===== src/rtl/sfcr_pkg.sv =====
// types, codes and crc step for the stuffed frame crc receiver
package sfcr_pkg;

	localparam logic [7:0]  BYTE_START    = 8'hAE;
	localparam logic [7:0]  BYTE_ESCAPE   = 8'hAD;
	localparam logic [7:0]  ESC_CODE_ESC  = 8'h00;
	localparam logic [7:0]  ESC_CODE_STRT = 8'h01;
	localparam logic [15:0] CRC_POLY      = 16'h8408;
	localparam logic [15:0] CRC_SEED      = 16'hFFFF;
	localparam logic [7:0]  MAX_LEN_RESET = 8'd128;

	typedef enum logic [1:0] {
		KIND_PAYLOAD = 2'd0,
		KIND_GOOD    = 2'd1,
		KIND_BAD     = 2'd2,
		KIND_ABORT   = 2'd3
	} kind_t;

	typedef enum logic [4:0] {
		PH_HEADER = 5'b00001,
		PH_LENGTH = 5'b00010,
		PH_DATA   = 5'b00100,
		PH_CRC_LO = 5'b01000,
		PH_CRC_HI = 5'b10000
	} phase_t;

	// reflected crc-16, one byte
	function automatic logic [15:0] crc_feed(input logic [15:0] crc, input logic [7:0] b);
		logic [15:0] c;
		c = crc ^ {8'd0, b};
		for (int i = 0; i < 8; i++) begin
			if (c[0]) begin
				c = (c >> 1) ^ CRC_POLY;
			end else begin
				c = c >> 1;
			end
		end
		return c;
	endfunction

endpackage


===== src/rtl/stuffed_frame_crc_receiver.sv =====
// byte stuffed frame receiver with crc-16 check and payload output
// an accepted item is held in the input register, and its result is then held in the result register
// throughput: one item per cycle while the output is not stalled; unstuff and crc-16 step are combinational
// items that cause no result update the receiver state but put nothing on the output
// reset: arst_n clears phase, escape flag, counters, crc to ffff and max length to 128
module stuffed_frame_crc_receiver (
	input  logic       clk,
	input  logic       arst_n,
	input  logic       in_valid,
	output logic       in_stall,
	input  logic [7:0] rx_byte,
	input  logic       cfg_wr_en,
	input  logic [7:0] cfg_wr_data,
	output logic       out_valid,
	input  logic       out_stall,
	output logic [1:0] result_kind,
	output logic [7:0] payload_byte,
	output logic [7:0] byte_index,
	output logic [7:0] frame_length
);
	import sfcr_pkg::*;

	logic        valid_s1;
	logic [7:0]  byte_s1;
	logic        adv;
	logic        accept;

	phase_t      phase_q, phase_d;
	logic        esc_q, esc_d;
	logic [7:0]  len_q, len_d;
	logic [7:0]  cnt_q, cnt_d;
	logic [15:0] crc_q, crc_d;
	logic [7:0]  max_len_q;

	logic        res_v;
	kind_t       res_kind;
	logic [7:0]  res_byte;
	logic [7:0]  res_idx;
	logic [7:0]  res_len;

	logic        out_valid_q;
	kind_t       kind_q;
	logic [7:0]  byte_q;
	logic [7:0]  idx_q;
	logic [7:0]  flen_q;

	logic [7:0]  d;
	logic        go;
	logic [7:0]  abort_len;
	logic [7:0]  cnt_inc;
	logic [15:0] crc_next;

	assign adv      = valid_s1 && (!out_valid_q || !out_stall);
	assign in_stall = valid_s1 && out_valid_q && out_stall;
	assign accept   = in_valid && !in_stall;

	always_ff @(posedge clk or negedge arst_n) begin
		if (!arst_n) begin
			valid_s1 <= 1'b0;
		end else if (accept) begin
			valid_s1 <= 1'b1;
		end else if (adv) begin
			valid_s1 <= 1'b0;
		end
	end

	always_ff @(posedge clk) begin
		if (accept) begin
			byte_s1 <= rx_byte;
		end
	end

	always_ff @(posedge clk or negedge arst_n) begin
		if (!arst_n) begin
			max_len_q <= MAX_LEN_RESET;
		end else if (cfg_wr_en) begin
			max_len_q <= cfg_wr_data;
		end
	end

	// unescaped byte
	assign d = (esc_q && byte_s1 == ESC_CODE_ESC)  ? BYTE_ESCAPE :
	           (esc_q && byte_s1 == ESC_CODE_STRT) ? BYTE_START  : byte_s1;

	assign crc_next = crc_feed(crc_q, d);
	assign cnt_inc  = cnt_q + 8'd1;

	always_comb begin
		phase_d   = phase_q;
		esc_d     = esc_q;
		len_d     = len_q;
		cnt_d     = cnt_q;
		crc_d     = crc_q;
		res_v     = 1'b0;
		res_kind  = KIND_PAYLOAD;
		res_byte  = 8'd0;
		res_idx   = 8'd0;
		res_len   = 8'd0;
		go        = 1'b0;
		abort_len = (phase_q == PH_LENGTH) ? 8'd0 : len_q;
		if (byte_s1 == BYTE_START) begin
			if (phase_q != PH_HEADER) begin
				res_v    = 1'b1;
				res_kind = KIND_ABORT;
				res_len  = abort_len;
			end
			phase_d = PH_LENGTH;
			esc_d   = 1'b0;
		end else if (phase_q != PH_HEADER) begin
			go = 1'b1;
			if (esc_q) begin
				esc_d = 1'b0;
				if (byte_s1 != ESC_CODE_ESC && byte_s1 != ESC_CODE_STRT) begin
					go       = 1'b0;
					res_v    = 1'b1;
					res_kind = KIND_ABORT;
					res_len  = abort_len;
					phase_d  = PH_HEADER;
				end
			end else if (byte_s1 == BYTE_ESCAPE) begin
				esc_d = 1'b1;
				go    = 1'b0;
			end
		end
		if (go) begin
			case (phase_q)
				PH_LENGTH: begin
					len_d = d;
					cnt_d = 8'd0;
					crc_d = CRC_SEED;
					if (d == 8'd0 || d > max_len_q) begin
						phase_d  = PH_HEADER;
						res_v    = 1'b1;
						res_kind = KIND_ABORT;
						res_len  = d;
					end else begin
						phase_d = PH_DATA;
					end
				end
				PH_DATA: begin
					crc_d    = crc_next;
					cnt_d    = cnt_inc;
					if (cnt_inc == len_q) begin
						phase_d = PH_CRC_LO;
					end
					res_v    = 1'b1;
					res_kind = KIND_PAYLOAD;
					res_byte = d;
					res_idx  = cnt_q;
					res_len  = len_q;
				end
				PH_CRC_LO: begin
					crc_d   = crc_next;
					phase_d = PH_CRC_HI;
				end
				PH_CRC_HI: begin
					crc_d    = crc_next;
					phase_d  = PH_HEADER;
					res_v    = 1'b1;
					res_kind = (crc_next == 16'd0) ? KIND_GOOD : KIND_BAD;
					res_len  = len_q;
				end
				default: begin
					phase_d = PH_HEADER;
				end
			endcase
		end
	end

	always_ff @(posedge clk or negedge arst_n) begin
		if (!arst_n) begin
			phase_q <= PH_HEADER;
			esc_q   <= 1'b0;
			len_q   <= 8'd0;
			cnt_q   <= 8'd0;
			crc_q   <= CRC_SEED;
		end else if (adv) begin
			phase_q <= phase_d;
			esc_q   <= esc_d;
			len_q   <= len_d;
			cnt_q   <= cnt_d;
			crc_q   <= crc_d;
		end
	end

	always_ff @(posedge clk or negedge arst_n) begin
		if (!arst_n) begin
			out_valid_q <= 1'b0;
		end else if (!out_valid_q || !out_stall) begin
			out_valid_q <= adv && res_v;
		end
	end

	always_ff @(posedge clk) begin
		if (adv && res_v) begin
			kind_q <= res_kind;
			byte_q <= res_byte;
			idx_q  <= res_idx;
			flen_q <= res_len;
		end
	end

	assign out_valid    = out_valid_q;
	assign result_kind  = kind_q;
	assign payload_byte = byte_q;
	assign byte_index   = idx_q;
	assign frame_length = flen_q;

`ifndef NO_ASSERTIONS
	a_stall_needs_full_out: assert property (@(posedge clk) disable iff (!arst_n)
		in_stall |-> (out_valid && valid_s1))
		else $error("input stalled while result register free");

	a_index_in_frame: assert property (@(posedge clk) disable iff (!arst_n)
		(out_valid && result_kind == KIND_PAYLOAD) |-> (byte_index < frame_length))
		else $error("payload index beyond declared length");

	a_end_fields_zero: assert property (@(posedge clk) disable iff (!arst_n)
		(out_valid && result_kind != KIND_PAYLOAD) |->
			(payload_byte == 8'd0 && byte_index == 8'd0))
		else $error("frame end or abort carries payload fields");

	a_escape_in_frame: assert property (@(posedge clk) disable iff (!arst_n)
		esc_q |-> (phase_q != PH_HEADER))
		else $error("escape pending outside a frame");
`endif

endmodule


===== config.mk =====
export PLATFORM = sky130hd
export DESIGN_NAME = stuffed_frame_crc_receiver
export DESIGN_NICKNAME = d
export VERILOG_FILES = /design/src/rtl/sfcr_pkg.sv /design/src/rtl/stuffed_frame_crc_receiver.sv
export SDC_FILE = /design/constraint.sdc
export NUM_CORES = 1
export LEC_CHECK = 0
export ABC_AREA = 1
export BUFFER_PORTS_ARGS = -buffer_cell sky130_fd_sc_hd__buf_2
export CORE_MARGIN = 3
export CORE_UTILIZATION = 55
export DETAILED_ROUTE_END_ITERATION = 12
export PLACE_DENSITY = 0.75
export RECOVER_POWER = 100
export SLEW_MARGIN = 20
export SYNTH_ARGS = -nofsm -noshare
export SYNTH_HDL_FRONTEND = slang
export SYNTH_SLANG_ARGS = --single-unit

===== constraint.sdc =====
create_clock -name clk -period 4.5 [get_ports clk]
set_input_delay 0.9 -clock clk [delete_from_list [all_inputs] [get_ports clk]]
set_output_delay 0.9 -clock clk [all_outputs]
set_load 0.005 [all_outputs]

==> reports/summary.md <==
The run finished, with violations left. The final reports fail on capacitance limit, slew limit. VDD sags by at most 0.411 mV.

At the pin with the least slew margin, the transition time is 2.70 ns. The clock net in this run drives a total of 82 sinks. The region available for standard cell placement spans 7850 um2. Buffers inserted during clock tree synthesis total 9. The average instance in the mapped netlist occupies 8.76 um2. Together, buffers and inverters on the worst path number 5.

The logs give 3618 for the via count of the first global-routing pass and 0 for the count of antenna-violating nets left after detailed routing. Number of slew-limit violations in the final report: 49. Setup repair after global routing left no endpoint under its margin. Compared with the post-synthesis result, the final layout area differs by 9.68%. The most numerous cell type found on the critical path is sky130_fd_sc_hd__nor2_1. Clock insertion delay at the later pin of the skew report: 0.36 ns.

After synthesis the netlist holds a flip-flop and latch count of 82. After the flow finishes, the layout carries non-filler instances totaling 674. The max-cap violation count is 1. The length of the first detailed-routing pass in iterations is 6. TritonCTS built the clock tree.

The routed design could run at a clock period as short as 3.74 ns. For the initial antenna violation count, the log shows 0. After detailed routing, the average wire length per cell comes to 15.5 um. The floorplan step defined a die boundary enclosing 9380 um2.

The kind of capture point of the worst setup path was a flop. The worst-case hold slack is 0.502 ns, and the largest fanout of any net on the critical path is 15. Maximum level of the CTS H-tree: 3. Traced cell by cell, the critical path runs through nand2_1 -> nor3_1 -> and2_0 -> nor2_1 -> inv_1 -> nor2_1 -> clkinvlp_2 -> nor2_1 -> inv_1 -> nor2_1 -> inv_2 -> nand2_2 -> inv_2 -> a22oi_1. The post-route DRC violation count came out at 0. The final clock period utilization by the worst path came out at 83.1%.

For the final routed database, the setup TNS stands at 0 ns. At the end of the flow, the number of nets in the layout was 597. At the worst endpoint, the required time is 4.77 ns. The count of standard-cell rows is 32. After detailed routing, the total wire length is 10500 um.

The proportion of layout cells with a drive suffix above 1 is 17.0%, and the net count after synthesis is 548. Derived from the worst setup path, the maximum achievable clock frequency is 268 MHz. Power comes to 3080 uW.

The library cell used most frequently in the layout, excluding fill and tap cells, is sky130_fd_sc_hd__nand2_1. Among all stages on the critical path, the largest delay is contributed by sky130_fd_sc_hd__nor2_1. The number of input and output port buffers inserted is 48, and the detailed-placement wirelength estimate is 7870 um. Setup violations remaining at the end of the flow were counted as 0.

The startpoint-to-endpoint class of the critical path was reg2reg. Buffers added to address setup during post-CTS repair amount to 0. The first global-routing pass estimated 17800 um of wire.

Grouping stages by cell kind, the critical path spends the most delay in simple AND/OR/NAND/NOR gates. In this run the tightest slew margin relative to its limit is -79.9%. In the routed layout, each cell is associated on average with a via count of 5.47. At the end of routability-driven placement, the weighted congestion stood at 0.888.

DRC marker count from the first detailed-route iteration: 224. The logs give 45 for the number of library cell types mapped by synthesis and 0 for the Yosys warning count. After clock tree synthesis, the repair step resized 0 gates. The maximum clock skew at final layout came out at 0.00999 ns.

Summed over all layers, the global routing overflow is 0. The delay of the slowest critical-path stage works out to 0.68 ns. Summed over all cells, the static leakage comes to 0.00241 uW. The die boundary height came out at 96.8 um.

The number of hold buffers added after CTS was 0. The die extent in x works out to 96.8 um. The number of antenna diodes in the final layout is 0.

The synthesized instance count was 518; the number of cells in the design after placement was 658. The tree is rooted in a sky130_fd_sc_hd__clkbuf_8. In this run the power density over the cells is 618 nW/um2.

The endpoint arrival time on the critical path was 4.01 ns. The run gives 57.8% as the initial cell density of the core. I/O pin count: 49. The final-report hold violation count was 0; the post-synthesis instance area was 4540 um2.

Leaving out fill and tap cells, the most frequent cells in the layout are 115 x sky130_fd_sc_hd__nand2_1, 74 x sky130_fd_sc_hd__inv_1, 48 x sky130_fd_sc_hd__nor2_1. Clock-pin slew was measured on the worst setup and hold paths at 0.09 ns. Global routing used 23.4% of the available tracks. For this block, the via count after detailed routing is 3688. The type of the most critical hold path was reg2reg. The maximum number of pins on one net before global-route repair is 49.

Maximum count of clock buffers along a single path: 2. The share of the Yosys chip area taken by registers is 49.5%. STA classifies the critical path startpoint as a flop.
synth_stat cells (all sizes together):
cell      n  share of area (%)
xnor2     4               0.77
ha        9                2.5
nand4    11                1.7
dfrtp    30                 17
o22a      1               0.19
a31oi     2               0.28
xor2     11                2.1
o22ai    15                2.1
nand3b    2               0.33
and2      1               0.14
edfxtp   34                 22
o311ai    1               0.19
a22o      8                1.5
a21oi    10                1.3
o31ai     1               0.17
mux2      1               0.25
inv      83                6.9
o21ai    32                3.6
buf       7                1.4
dfstp    18                 10
nor2     53                6.0
nand3    39                4.9
nor3      7               0.77
nor4      4               0.97
nand2   122                 11
clkbuf    4               0.33
o211ai    2               0.33
a32oi     1               0.19
a22oi     5               0.83
flip-flops by register name, indices dropped and copies added, names as in the netlist, 8 cells and up:
register / count
byte_s1: 8
max_len_q: 8
byte_index: 8
frame_length: 8
payload_byte: 8
crc_q: 16
cnt_q: 8
len_q: 8
layer usage:
layer / GRT usage (%) / wire length, um / part of all wire (%) / vias up
met5: 0 / 0 / 0 / -
met1: 30.0 / 4570 / 44 / 1741
li1: - / - / - / 1813
met3: 3.89 / 474 / 4.5 / 20
met2: 39.5 / 5160 / 49 / 114
met4: 9.07 / 246 / 2.4 / 0
logic make-up after synthesis:
| kind of cell | Yosys count | share of synthesized area [%] |
|---|---|---|
| XOR/XNOR | 15 | 2.89 |
| AO/OA/AOI/OAI | 78 | 10.7 |
| multiplexers | 1 | 0.248 |
| flip-flops | 82 | 49.5 |
| buffers and inverters | 94 | 8.63 |
| AND/OR/NAND/NOR | 239 | 25.6 |
| adder cells (fa/ha/maj) | 9 | 2.48 |
final cells by class:
cell class | count | area, um2
inverter | 83 | 313
sequential | 82 | 2240
fill | 709 | 2870
tap | 102 | 128
clock buffer | 9 | 124
clock inverter | 7 | 101
timing repair buffer | 49 | 224
multi-input combinational | 342 | 1840
where the power goes:
group          total, uW  switching [uW]  internal [uW]  leakage [uW]
Clock                611             293            318      0.000112
Combinational       1210             792            418       0.00145
Sequential          1250             157           1100      0.000854
worst min-delay path, stage by stage (launching register included):
cell and delay (ns):
sky130_fd_sc_hd__dfstp_2 0.37, sky130_fd_sc_hd__inv_1 0.06, sky130_fd_sc_hd__a22oi_1 0.06
path summary, 6_finish.rpt:
path                       startpoint         to  slack (ns)  depth (start not counted)
max                        byte_s1[0]  crc_q[15]        0.76                         14
min                         crc_q[14]  crc_q[14]        0.50                          2
max reg2reg                byte_s1[0]  crc_q[15]        0.76                         14
min reg2reg                 crc_q[14]  crc_q[14]        0.50                          2
max in group asynchronous      arst_n  out_valid        1.59                          1
min in group asynchronous      arst_n   cnt_q[6]        1.38                          1
metrics by stage:
step,worst slack [ns],utilization [%],area [um2]
2_1_floorplan,1.36,-,4540
3_3_place_gp,1.36,61.6,4840
3_5_place_dp,1.21,61.6,4840
4_1_cts,1.18,64.5,5060
5_1_grt,0.435,63.4,4980
6_report,0.763,63.4,4980
(Power assumes the default switching activity.)
